--- src/design/mmfn_pkg.sv ---
// Package for the min-max feature normaliser: sizes, action and status codes,
// and the record passed from the front end to the divider back end.
// No dependencies.
`default_nettype none
package mmfn_pkg;
    localparam int MAX_VALUES   = 8192;
    localparam int MAX_FEATURES = 8;
    localparam int ADDR_W  = $clog2(MAX_VALUES);
    localparam int CNT_W   = ADDR_W + 1;
    localparam int COL_W   = $clog2(MAX_FEATURES);
    localparam int FC_W    = 4;
    localparam int QUO_W   = 17;
    localparam int DIFF_W  = 33;
    localparam int QDEPTH  = 2;

    localparam logic [1:0] ACT_CLEAR = 2'd0;
    localparam logic [1:0] ACT_LOAD  = 2'd1;
    localparam logic [1:0] ACT_DRAIN = 2'd2;

    localparam logic [1:0] ST_OK      = 2'd0;
    localparam logic [1:0] ST_FULL    = 2'd1;
    localparam logic [1:0] ST_EMPTY   = 2'd2;
    localparam logic [1:0] ST_REJECT  = 2'd3;

    // Kinds of work handed to the back end
    typedef enum logic [1:0] {
        JOB_IMM  = 2'd0,  // result fully known, pass straight out
        JOB_DIV  = 2'd1,  // needs a quotient
        JOB_READ = 2'd2   // store value pending, compare and maybe divide
    } job_kind_t;

    typedef struct packed {
        job_kind_t           kind;
        logic [1:0]          status;
        logic                last;
        logic [QUO_W-1:0]    imm;
        logic signed [31:0]  lo;
        logic signed [31:0]  hi;
        logic [ADDR_W-1:0]   addr;
    } job_t;
endpackage
`default_nettype wire

--- src/design/mmfn_queue.sv ---
// Two-entry job queue between front end and back end. Uses mmfn_pkg.
`default_nettype none
module mmfn_queue (
    input  wire logic            clk,
    input  wire logic            rst_n,
    input  wire logic            push,
    input  wire mmfn_pkg::job_t  din,
    input  wire logic            pop,
    output mmfn_pkg::job_t       dout,
    output logic                 empty,
    output logic                 full
);
    mmfn_pkg::job_t slot_reg [mmfn_pkg::QDEPTH];
    logic           wp_reg, rp_reg;
    logic [1:0]     n_reg;

    assign dout  = slot_reg[rp_reg];
    assign empty = n_reg == 2'd0;
    assign full  = n_reg == 2'd2;

    // Hold payload
    always_ff @(posedge clk)
    begin
        if (push)
            slot_reg[wp_reg] <= din;
    end

    // Advance pointers
    always_ff @(posedge clk or negedge rst_n)
    begin
        if (!rst_n)
        begin
            wp_reg <= 1'b0; rp_reg <= 1'b0; n_reg <= '0;
        end
        else
        begin
            if (push) wp_reg <= ~wp_reg;
            if (pop)  rp_reg <= ~rp_reg;
            n_reg <= n_reg + {1'b0, push} - {1'b0, pop};
        end
    end

`ifndef ASSERT_OFF
    a_no_overflow: assert property (@(posedge clk) disable iff (!rst_n)
        full |-> !push || pop) else $error("queue overflow");
    a_no_underflow: assert property (@(posedge clk) disable iff (!rst_n)
        empty |-> !pop) else $error("queue underflow");
    a_count: assert property (@(posedge clk) disable iff (!rst_n)
        n_reg != 2'd3) else $error("queue count out of range");
`endif
endmodule
`default_nettype wire

--- config.mk ---
export PLATFORM = sky130hd
export DESIGN_NAME = mmfn_queue
export DESIGN_NICKNAME = d
export VERILOG_FILES = /design/src/design/mmfn_pkg.sv /design/src/design/mmfn_queue.sv
export SDC_FILE = /design/constraint.sdc
export NUM_CORES = 1
export LEC_CHECK = 0
export ABC_AREA = 1
export BUFFER_PORTS_ARGS = -buffer_cell sky130_fd_sc_hd__buf_4
export CELL_PAD_IN_SITES_DETAIL_PLACEMENT = 0
export CELL_PAD_IN_SITES_GLOBAL_PLACEMENT = 1
export CORE_UTILIZATION = 38
export CTS_CLUSTER_SIZE = 10
export DETAILED_ROUTE_END_ITERATION = 10
export PLACE_DENSITY_LB_ADDON = 0.1
export SYNTH_ARGS = -nofsm -noshare
export SYNTH_HDL_FRONTEND = slang
export SYNTH_SLANG_ARGS = --single-unit
export TNS_END_PERCENT = 30
--- constraint.sdc ---
create_clock -name clk -period 5.3 [get_ports clk]
set_input_delay 1.06 -clock clk [delete_from_list [all_inputs] [get_ports clk]]
set_output_delay 1.06 -clock clk [all_outputs]
set_load 0.02 [all_outputs]
Yosys cells after proc, flatten, opt, wreduce, memory -nomap -nowiden
Memory sizes are Yosys's and may differ from the RTL's.
Cells that the tools add are included.
{ "op_classes": {"add_sub_neg": 2, "mul": 0, "div": 0, "magnitude_cmp": 0, "n_eq_ne": 1, "shift": 0, "mux": 2, "bitwise": 2, "reduce_logical": 1} }
{ "op_table": {"columns": ["cell", "count"], "rows": [
  ["2-bit by 1-bit adder with 2-bit output", 1],
  ["2-bit == test (second input constant)", 1],
  ["2-bit zero test", 1],
  ["1-bit 2-to-1 mux", 2],
  ["1-bit inverter", 2],
  ["2-bit by 1-bit subtractor with 2-bit output", 1]
]} }
{ "totals": {"regBits": 4, "latch_bits": 0, "ramBits": 198, "rom_bits": 0, "output_inout_bits": 101, "memories": 1} }
{ "mem_list": {"columns": ["memory", "depth", "word_bits", "read_ports", "rd_clocked_by_memory_dff", "write_ports", "line_no", "rtl"], "rows": [
  ["slot_reg", 2, 99, 1, 0, 1, "mmfn_queue.sv:13", "mmfn_pkg::job_t slot_reg [mmfn_pkg::QDEPTH];"]
]} }

Logic depth before layout (Yosys ltp)
{ "depth": {"word_depth": 2, "ltp_mapped": 7, "ltp_nobuf": 7} }

Worst setup path before layout
No wires, ideal clock.
{ "synth_path": {"path_kind": "input to register", "from": "input port push", "to": "memory slot_reg[0][0] (netlist bit), enable pin", "t_arrival_ns": 5.244, "required_time_ns": 4.740, "path_slack_ns": -0.504, "stages": 2, "path_buffers": 0, "cell_sequence": "inv_1 > nor2_1"} }
{ "synth_between": {"elab_chain_len": 2} }
{ "synth_lines": {"columns": ["element", "line_no", "rtl"], "rows": [
  ["start: declaration", "mmfn_queue.sv:6", "input wire logic push,"],
  ["1-bit 2-to-1 mux", "mmfn_queue.sv:24", "if (push)"],
  ["1-bit 2-to-1 mux (not written as such)", "mmfn_queue.sv:25", "slot_reg[wp_reg] <= din;"],
  ["end: declaration", "mmfn_queue.sv:13", null]
]} }
No other way between the ends.

==> results_dict.tcl <==
set metrics [dict create \
    yosys.area.top_type_share_pct 76.7 \
    post_cts_buffers 0 \
    synth_area_leaders "edfxtp_1 (77%), inv_1 (5.1%), nand2_1 (5.1%)" \
    via_per_inst 4.30 \
    setup_tns_ns 0 \
    cts_tree "yes" \
    fmax_ghz 0.304 \
    hold_class "in2async" \
    cts.sinks 202 \
    seq_area_frac_synth_pct 78.0 \
    num_antenna_cells 0 \
    drtIter0Drc 225 \
    hold_buffers 0 \
    cts_resized 0 \
    vias 4457 \
    p_leak_uw 0.00424 \
    p_per_area_nw_per_um2 564 \
    die_h_um 145 \
    post_drt_wl_per_cell_um 14.1 \
    first_global_vias 4192 \
    reg2reg_from "wp_reg" \
    htree_levels 1 \
    fin_crit_sh_pct 62.0 \
    r2r_slack_ns 3.20 \
    fp.dieW_um 145 \
    clkTransAtPathRegs_ns 0.05 \
    crit_fanout 168 \
    dp_hpwl_mm 9.14 \
    dp_slack_ns 2.38 \
    insertion_delay_ns 0.49 \
    drcViolationCount 0 \
    path_class "reg2out" \
    grt_use_met1_pct 16.5 \
    clkPwrFrac_pct 25.7 \
    routed_wl_mm 14.6 \
    setup_violations 0 \
    rows 51 \
    die_area_um2 21000 \
    largest_register_ffs 198 \
    place_congestion 0.703 \
    endpoint_kind "output pin" \
    p_int_uw 3740 \
    ys_seq_elements 202 \
    critPathRequiredTime_ns 4.24 \
    max_slew_margin_pct 33.9 \
    yosysWarnings 0 \
    dr.pass1.iters 4 \
    start_util_pct 39.3 \
    synth_nets 647 \
    pwr-share-comb_pct 35.1 \
    hold_violations 0 \
    min_period_ns 3.29 \
    syn_area_per_cell_um2 14.3 \
    p_seq_share_pct 39.2 \
    yosysUniqueCellTypes 17 \
    met2_usage_pct 22.5 \
    synth_top_area_cell "edfxtp_1" \
    busiest_layer "met2" \
    layout_common_cells "buf_4 (206), edfxtp_1 (198), inv_1 (105), nand2_1 (105), o21ai_0 (63)" \
    postSynthCellCount 542 \
    layout-drive-gt1-share_pct 33.1 \
    numPortBuffers 203 \
    overflow 0 \
    cp_data_arrival_time_ns 2.23 \
    fillers 1736 \
    cts_buffer_depth 3 \
    switching_share_pct 34.2 \
    antenna_found_initial 0 \
    grt_pass1_wl_mm 21.6 \
    peakVddDrop_mv 0.443 \
    p_switching_uw 1950 \
    startpoint_type "register" \
    multi_input_area_um2 1030 \
    ant_nets 0 \
    globalRouteMet3Util_pct 5.20 \
    ios 204 \
    fin_nets 858 \
    cap_viol_max_count 0 \
    holdWs_ns 0.356 \
    grt_max_degree 169 \
    rsz0062_at_grt "no" \
    status "finished clean" \
    numCtsBuffers 24 \
    grt_usage_pct 13.6 \
    slew_viol_final 0 \
    clockRootBuffer "clkbuf_16" \
    synth_area_um2 7750 \
    seqCellArea_um2 6050 \
    reg2reg_to "slot_reg[1][77]" \
    fin_ws_ns 2.01 \
    area_delta_synth_final_pct 30.1 \
    core_um2 19700 \
    reg2reg_depth 3 \
    fin_skew_ns 0.00600 \
    tightest_slew_ns 0.992 \
    final_common_cell "buf_4" \
]
[worst max path at each step]
stage	start	endpoint	slack (ns)	cells after the start
floorplan	push	slot_reg[0][0]	1.22	2
global placement	push	slot_reg[1][58]	2.39	4
detailed placement	push	slot_reg[1][58]	2.38	4
CTS	rp_reg	dout[67]	2.00	3
global route	rp_reg	dout[71]	1.82	4
finish	rp_reg	dout[67]	2.01	3
[cell families after synthesis]
logic type,count (synthesis),synth area share [%]
flops,202,78.0
buf+inv,128,8.82
simple gates,109,5.30
compound gates,99,7.31
xor+xnor,2,0.226
fa+ha+maj,2,0.323
[worst max-delay path: stages (launching register included)]
cell     delay, ns
dfrtp_4       0.62
buf_12        0.51
o21ai_0       0.23
buf_4         0.20
[final cells by class]
type	instances	share of cell area, %
Sequential cell	202	60.0
Clock buffer	44	7.01
Multi-Input combinational cell	212	10.2
Timing Repair Buffer	207	15.5
Inverter	106	3.97
Tap cell	265	3.29
[synthesized netlist by cell type (all sizes together)]
| cell | count |
|---|---|
| xor2 | 2 |
| nand3 | 1 |
| inv | 106 |
| nand2 | 105 |
| o21ai | 99 |
| ha | 2 |
| dfrtp | 4 |
| buf | 15 |
| nor2 | 3 |
| clkbuf | 7 |
| edfxtp | 198 |
[routing by layer]
metal / share of wire, % / vias up
met3: 10 / 18
li1: - / 2255
met5: 0 / -
met1: 41 / 2042
met4: 1.3 / 0
met2: 48 / 142
[power by group through the flow]
stage / clock network, µW / logic [µW] / registers (µW)
6_report: 1460 / 2000 / 2230
5_1_grt: 1580 / 2190 / 2260
4_1_cts: 1510 / 2050 / 2230
3_5_place_dp: 0 / 2040 / 2260
3_3_place_gp: 0 / 2030 / 2250
2_1_floorplan: 0 / 1370 / 2230
[per-stage QoR]
step,util (%),cells,total power (µW),area [µm²]
2_1_floorplan,-,542,3610,7750
3_3_place_gp,47.5,992,4280,9380
3_5_place_dp,47.5,992,4310,9380
4_1_cts,51.1,1036,5790,10100
5_1_grt,51.1,1036,6030,10100
6_report,51.1,1036,5690,10100
No activity file was read; power rests on OpenSTA's default activity.
