### src/design/mmfn_pkg.sv
// Package for the min-max feature normaliser: sizes, action and status codes,
// and the record passed from the front end to the divider back end.
// No dependencies.
`default_nettype none
package mmfn_pkg;
    localparam int MAX_VALUES   = 8192;
    localparam int MAX_FEATURES = 8;
    localparam int ADDR_W  = $clog2(MAX_VALUES);
    localparam int CNT_W   = ADDR_W + 1;
    localparam int COL_W   = $clog2(MAX_FEATURES);
    localparam int FC_W    = 4;
    localparam int QUO_W   = 17;
    localparam int DIFF_W  = 33;
    localparam int QDEPTH  = 2;

    localparam logic [1:0] ACT_CLEAR = 2'd0;
    localparam logic [1:0] ACT_LOAD  = 2'd1;
    localparam logic [1:0] ACT_DRAIN = 2'd2;

    localparam logic [1:0] ST_OK      = 2'd0;
    localparam logic [1:0] ST_FULL    = 2'd1;
    localparam logic [1:0] ST_EMPTY   = 2'd2;
    localparam logic [1:0] ST_REJECT  = 2'd3;

    // Kinds of work handed to the back end
    typedef enum logic [1:0] {
        JOB_IMM  = 2'd0,  // result fully known, pass straight out
        JOB_DIV  = 2'd1,  // needs a quotient
        JOB_READ = 2'd2   // store value pending, compare and maybe divide
    } job_kind_t;

    typedef struct packed {
        job_kind_t           kind;
        logic [1:0]          status;
        logic                last;
        logic [QUO_W-1:0]    imm;
        logic signed [31:0]  lo;
        logic signed [31:0]  hi;
        logic [ADDR_W-1:0]   addr;
    } job_t;
endpackage
`default_nettype wire

### src/design/mmfn_back.sv
// Back end: pops jobs, clamps against min/max and runs a restoring divider
// one quotient bit per cycle, then strobes the result. Uses mmfn_pkg.
`default_nettype none
module mmfn_back (
    input  wire logic                 clk,
    input  wire logic                 rst_n,
    input  wire logic                 empty,
    input  wire mmfn_pkg::job_t       job,
    input  wire logic signed [31:0]   rd_data,
    output logic                      pop,
    output logic                      rd_en,
    output logic [mmfn_pkg::ADDR_W-1:0] rd_addr,
    output logic                      done,
    output logic [16:0]               normalized_value,
    output logic                      last_value,
    output logic [1:0]                status
);
    typedef enum logic [3:0] {
        S_IDLE = 4'b0001,
        S_READ = 4'b0010,
        S_DIV  = 4'b0100,
        S_OUT  = 4'b1000
    } state_t;

    state_t                          state_reg, state_next;
    logic [mmfn_pkg::DIFF_W-1:0]     rem_reg, den_reg;
    logic [mmfn_pkg::QUO_W-1:0]      quo_reg;
    logic [4:0]                      bit_reg;
    logic                            last_reg;
    logic [1:0]                      st_reg;
    logic signed [31:0]              lo_reg, hi_reg;
    logic [mmfn_pkg::DIFF_W:0]       trial;
    logic                            pop_read;

    assign trial = {rem_reg, 1'b0} - {1'b0, den_reg};
    assign pop_read = state_reg == S_IDLE && !empty;
    assign pop = pop_read;

    // Fetch the stored value as a drain word leaves the queue
    assign rd_en = pop_read && job.kind == mmfn_pkg::JOB_READ;
    assign rd_addr = job.addr;

    // Sequencer
    always_comb
    begin
        state_next = state_reg;
        case (state_reg)
            S_IDLE:
                if (!empty)
                    state_next = (job.kind == mmfn_pkg::JOB_READ) ? S_READ : S_OUT;
            S_READ:
                if (hi_reg > lo_reg && rd_data > lo_reg && rd_data < hi_reg)
                    state_next = S_DIV;
                else
                    state_next = S_OUT;
            S_DIV:
                if (bit_reg == 5'd0) state_next = S_OUT;
            S_OUT:  state_next = S_IDLE;
            default: state_next = S_IDLE;
        endcase
    end

    always_ff @(posedge clk or negedge rst_n)
    begin
        if (!rst_n)
            state_reg <= S_IDLE;
        else
            state_reg <= state_next;
    end

    // Datapath
    always_ff @(posedge clk)
    begin
        case (state_reg)
            S_IDLE:
                if (!empty)
                begin
                    quo_reg  <= job.imm;
                    last_reg <= job.last;
                    st_reg   <= job.status;
                    lo_reg   <= job.lo;
                    hi_reg   <= job.hi;
                end
            S_READ:
            begin
                rem_reg <= mmfn_pkg::DIFF_W'({rd_data[31], rd_data}
                           - {lo_reg[31], lo_reg});
                den_reg <= mmfn_pkg::DIFF_W'({hi_reg[31], hi_reg}
                           - {lo_reg[31], lo_reg});
                bit_reg <= 5'd15;
                if (hi_reg > lo_reg && rd_data >= hi_reg)
                    quo_reg <= 17'h10000;
                else
                    quo_reg <= '0;
            end
            S_DIV:
            begin
                // num < den so first quotient bit is 0; 16 fraction bits here
                if (!trial[mmfn_pkg::DIFF_W])
                begin
                    rem_reg <= trial[mmfn_pkg::DIFF_W-1:0];
                    quo_reg <= {quo_reg[15:0], 1'b1};
                end
                else
                begin
                    rem_reg <= {rem_reg[mmfn_pkg::DIFF_W-2:0], 1'b0};
                    quo_reg <= {quo_reg[15:0], 1'b0};
                end
                bit_reg <= bit_reg - 5'd1;
            end
            default: ;
        endcase
    end

    // Drive result for one cycle
    assign done = state_reg == S_OUT;
    assign normalized_value = done ? quo_reg : '0;
    assign last_value = done & last_reg;
    assign status = done ? st_reg : '0;

`ifndef ASSERT_OFF
    a_one_hot: assert property (@(posedge clk) disable iff (!rst_n)
        $onehot(state_reg)) else $error("state not one-hot");
    a_out_once: assert property (@(posedge clk) disable iff (!rst_n)
        done |=> !done) else $error("result strobe held");
    a_range: assert property (@(posedge clk) disable iff (!rst_n)
        done |-> normalized_value <= 17'h10000) else $error("result above one");
`endif
endmodule
`default_nettype wire

### config.mk
export PLATFORM = sky130hd
export DESIGN_NAME = mmfn_back
export DESIGN_NICKNAME = d
export VERILOG_FILES = /design/src/design/mmfn_pkg.sv /design/src/design/mmfn_back.sv
export SDC_FILE = /design/constraint.sdc
export NUM_CORES = 1
export LEC_CHECK = 0
export BUFFER_PORTS_ARGS = -buffer_cell sky130_fd_sc_hd__buf_2
export CAP_MARGIN = 10
export CELL_PAD_IN_SITES_DETAIL_PLACEMENT = 1
export CELL_PAD_IN_SITES_GLOBAL_PLACEMENT = 1
export CORE_AREA = 2 2 176 178
export DETAILED_ROUTE_END_ITERATION = 16
export DIE_AREA = 0 0 178 180
export PLACE_DENSITY_LB_ADDON = 0.15
export SYNTH_ARGS = -nofsm -noshare
export SYNTH_HDL_FRONTEND = slang
export SYNTH_SLANG_ARGS = --single-unit
### constraint.sdc
create_clock -name clk -period 4.73 [get_ports clk]
set_input_delay 0.7095 -clock clk [delete_from_list [all_inputs] [get_ports clk]]
set_output_delay 0.7095 -clock clk [all_outputs]
set_load 0.005 [all_outputs]
Word-level counts from Yosys, hierarchy flattened
Index checks and enable logic that the tools add are counted.
Storage, ports and cells
  flip-flop bits (word level): 159
  latch bits: 0
  bits in writable memories: 0
  memory bits (read-only): 0
  input port bits: 134
  output and inout port bits: 36
  word-level logic and storage cells: 52
  memories: 0
Cells by class
  add/subtract/negate cells: 4
  multiply operators: 0
  divide/modulo/power cells: 0
  magnitude comparators: 4
  equal/unequal tests: 7
  shift operators: 0
  multiplexer cells: 14
  bitwise logic cells: 2
  reductions and logical operators: 12
Operators by type and width (number)
  $pmux 33 s2: 1
  $sub 32x32->33: 2
  $gt 32x32->1: 2
  $mux 17: 3
  $pmux 17 s3: 1
  $sub 34x33->34: 1
  $mux 33: 1
  $ge 32x32->1: 1
  $lt 32x32->1: 1
  $mux 4: 4
  $pmux 4 s3: 1
  $pmux 5 s2: 1
  $reduce_and 2->1: 3
  $logic_and 1x1->1: 5
  $logic_not 5->1: 1
  $sub 5x1->5 const B: 1
  $eq 4x1->1 const B: 1
  $eq 4x2->1 const B: 1
  $eq 4x3->1 const B: 1
  $eq 4x4->1 const B: 1
  $ne 2x2->1 const B: 2
  $reduce_bool 3->1: 1
  $eq 2x2->1 const B: 1
  $mux 2: 1
  other kinds (5): 5

Longest topological paths before layout
  word-level depth: 5
  mapped depth: 15
  mapped depth without buffers: 13

Least setup slack after synthesis
Ideal clock, no wire load.
  path type: flip-flop to output port
  from: reg state_reg[0]
  to: out pop
  arrival: 4036 ps
  required time: 4021 ps
  path slack: -15 ps
  stages on the path, launching flop included: 3
  path buffers: 0
  cells stage by stage: dfstp_2 -> or4b_2 -> nor2_1
On the way
  word-level cells in the longest chain between the ends: 2
RTL lines
  start, declared: RTL line mmfn_back.sv:25  | state_t state_reg, state_next;
  start signal, assigned: RTL line mmfn_back.sv:68  | state_reg <= state_next;
  $eq 4x1->1: RTL line mmfn_back.sv:36  | assign pop_read = state_reg == S_IDLE && !empty;
  $logic_and 1x1->1: RTL line mmfn_back.sv:36
  end, declared: RTL line mmfn_back.sv:10  | output logic pop,
No other way between the ends.

Worst setup path after layout
  from: reg lo_reg[0]
  to: reg den_reg[32] (netlist name), data pin
On the way
  word-level cells in the longest chain between the ends: 1
RTL lines
  start, declared: RTL line mmfn_back.sv:31  | logic signed [31:0] lo_reg, hi_reg;
  start signal, assigned: RTL line mmfn_back.sv:81  | lo_reg <= job.lo;
  $sub 32x32->33: RTL line mmfn_back.sv:89  | - {lo_reg[31], lo_reg});
  end signal, assigned: RTL line mmfn_back.sv:88  | den_reg <= mmfn_pkg::DIFF_W'({hi_reg[31], hi_reg}
  end, declared: RTL line mmfn_back.sv:26  | logic [mmfn_pkg::DIFF_W-1:0] rem_reg, den_reg;
No other way between the ends.
A chain may end at the register's enable or synchronous reset.

==> metrics.yaml <==
status: "finished, final reports clean"
initial_core_util_pct: 39.6
h-tree-depth: 4
r2r_slack_ns: 0.85
ys_ff_latch: 159
cp.required_ns: 4.92
numCtsBuffers: 17
leakage_nw: 6.15
synth-adder-area-share_pct: 14.1
ys_top_cells_by_area: "edfxtp_1 39%, ha_1 14%, a21oi_1 4.3%, inv_1 3.9%, xnor2_1 3.5%"
drv_slew: 0
critPathLaunchType: "flip-flop"
worst_r2r_endpoint: "den_reg[32]$_DFFE_PP_"
num_io_pins: 170
yosysWarnings: 0
netlist_area_um2: 12000
grt.total_usage_pct: 21.4
grt-ovfl-total: 0
rr_worst_depth: 12
synthXorXnorAreaFrac_pct: 5.71
r2r-start: "lo_reg[0]$_DFFE_PP_"
critPathKind: "flip-flop to flip-flop"
fin_crit_sh_pct: 82.0
synth_top_area_share_pct: 38.9
fp.dieH_um: 180
wl_per_cell_um: 19.0
routabilityCongestion: 0.881
period_minus_slack_ns: 3.88
synth_most_common_cell: "edfxtp_1"
synth.yosys.seq_area_share_pct: 39.8
ctsResizeCount: 0
fp.coreArea_um2: 30200
antenna_found_initial: 1
routed_wl_um: 33700
diodes: 0
layout-drive-gt1-share_pct: 15.4
setup_viol: 0
crit_arrival_ns: 4.07
synth_compound_area_share_pct: 20.1
hold_viol_final: 0
synth_fp_nets: 1489
final_nets: 1627
synth_mux_area_share_pct: 1.71
maxCapViolations: 0
area_growth_pct: 15.0
grt_pass1_vias: 9968
dpl_cell_area_um2: 13100
clock_tree.root_cell: "clkbuf_16"
skew_ns: 0.0122
path_clk_slew_ns: 0.07
fin_area_um2: 13700
cts_setup_buffers: 0
ys_async_sr_fraction_pct: 2.52
drc: 0
power_density_nw_per_um2: 454
rows: 64
cp-end-kind: "flip-flop"
worst_pin_slew_ns: 1.12
rsz0062_at_grt: "false"
viasPerCell: 5.44
grt_max_degree: 65
yosysTopAreaCell: "edfxtp_1"
ant_nets: 0
vias: 9618
avgSynthCellArea_um2: 9.79
clockBufferDepth: 2
port_buffers: 143
clock_latency_ns: 0.46
min_path_type: "input port to async pin"
die_area_um2: 32000
path_max_fanout: 4
synthFlopType: "edfxtp_1"
synth_top_family_by_area: "compound AO/OA/AOI/OAI gates"
synth_commonest_cells: "155 x edfxtp_1, 130 x ha_1, 124 x inv_1"
synth_cell_type_count: 75
cts_tree: "yes"
drt_iter0_drc: 495
synth-edff-count: 155
max_freq_ghz: 0.258
synth_cells: 1222
ctsHoldBuffers: 0
max_slew_margin_pct: 25.5
clkSinkCount: 159
dp_hpwl_um: 26700
max-vdd-ir-drop_mv: 0.257
drtPass1Iterations: 5
synth-simple-area-share_pct: 13.0
tns_ns: 0
die_w_um: 178
grt_pass1_wl_um: 53400
==> worst max-delay path, cell delays in order, from the launching register on <==
cell	delay, ns
edfxtp_1	0.41
ha_1	0.25
fa_1	0.40
nor2b_1	0.17
o21ai_0	0.11
a21boi_0	0.27
o21ai_1	0.23
a2111oi_1	0.63
o21ai_1	0.28
o221ai_1	0.29
a31oi_1	0.28
o21ai_0	0.22
mux2i_1	0.08
==> per-stage QoR <==
stage | setup WS [ns] | instances | power [W] | hold WS, ns | util [%]
CTS | 0.783 | 1769 | 0.00629 | 0.0395 | 45.5
detailed placement | 0.693 | 1737 | 0.00476 | 0.527 | 43.5
global route | 0.483 | 1769 | 0.00667 | 0.0476 | 45.5
finish | 0.850 | 1769 | 0.00624 | 0.0550 | 45.5
floorplan | 0.794 | 1222 | 0.00397 | 0.414 | -
global placement | 0.831 | 1737 | 0.00471 | 0.519 | 43.5
==> how the worst max path moves through the flow <==
| stage | startpoint | endpoint | slack (ns) | depth (start not counted) |
|---|---|---|---|---|
| 2_1_floorplan | state_reg[3]$_DFFE_PN0P_ | quo_reg[0]$_DFFE_PP_ | 0.79 | 7 |
| 3_3_place_gp | rd_data[0] | rem_reg[30]$_DFFE_PN_ | 0.83 | 14 |
| 3_5_place_dp | rd_data[0] | rem_reg[30]$_DFFE_PN_ | 0.69 | 14 |
| 4_1_cts | lo_reg[0]$_DFFE_PP_ | den_reg[32]$_DFFE_PP_ | 0.78 | 12 |
| 5_1_grt | lo_reg[0]$_DFFE_PP_ | den_reg[32]$_DFFE_PP_ | 0.48 | 12 |
| 6_report | lo_reg[0]$_DFFE_PP_ | den_reg[32]$_DFFE_PP_ | 0.85 | 12 |
==> cell families after synthesis <==
logic type	count (synthesis)
compound gates	365
xor+xnor	78
fa+ha+maj	133
buf+inv	163
flops	159
mux	20
simple gates	304
==> final cells by class <==
type | count | area (µm²)
fillers | 3441 | 16400
multi-input cells | 900 | 6570
flip-flops and latches | 159 | 4760
repair buffers | 158 | 841
well taps | 396 | 495
inverters | 124 | 465
clock buffers | 17 | 425
clock inverters | 15 | 196
==> where the power goes <==
| group | switching (W) | internal, W | leakage (nW) |
|---|---|---|---|
| logic | 0.00159 | 0.00105 | 4.37 |
| registers | 0.000110 | 0.00198 | 1.47 |
| clock network | 0.000656 | 0.000850 | 0.308 |
| total | 0.00236 | 0.00388 | 6.15 |
==> cell usage in the layout (no fill, tap or decap), types with 4 or more instances in the layout <==
cell type,netlist,routed
o31ai_1,4,4
nand3_1,21,21
nand2b_1,23,23
and3_1,12,12
buf_2,2,143
mux2i_1,17,17
a21oi_1,103,102
a2111oi_0,5,5
a21boi_0,5,5
buf_4,15,14
a22o_1,16,16
xnor2_1,48,48
or3_1,6,6
clkbuf_16,0,17
inv_1,124,124
nor2b_1,23,23
o21a_1,15,15
inv_6,0,7
or2_2,4,4
a21o_1,55,55
o21ai_0,76,76
nor2_1,62,61
xor2_1,30,29
nor4_1,4,4
o211ai_1,13,13
nand2_1,71,71
ha_1,130,130
edfxtp_1,155,155
a211oi_1,10,10
and2_1,26,26
o21bai_1,8,8
nand4_1,19,19
a31oi_1,11,11
nor3_1,18,18
==> metal layers <==
metal  vias to the layer above  part of all wire (%)  track usage, %  wire (µm)
met5                         -                     0               0          0
met4                         0                   1.7            5.70        566
met3                        32                   4.3            3.24       1460
met2                       207                    46            34.2      15400
met1                      4618                    48            30.2      16300
li1                       4761                     -               -          -
Power figures use the tool's default switching activity.
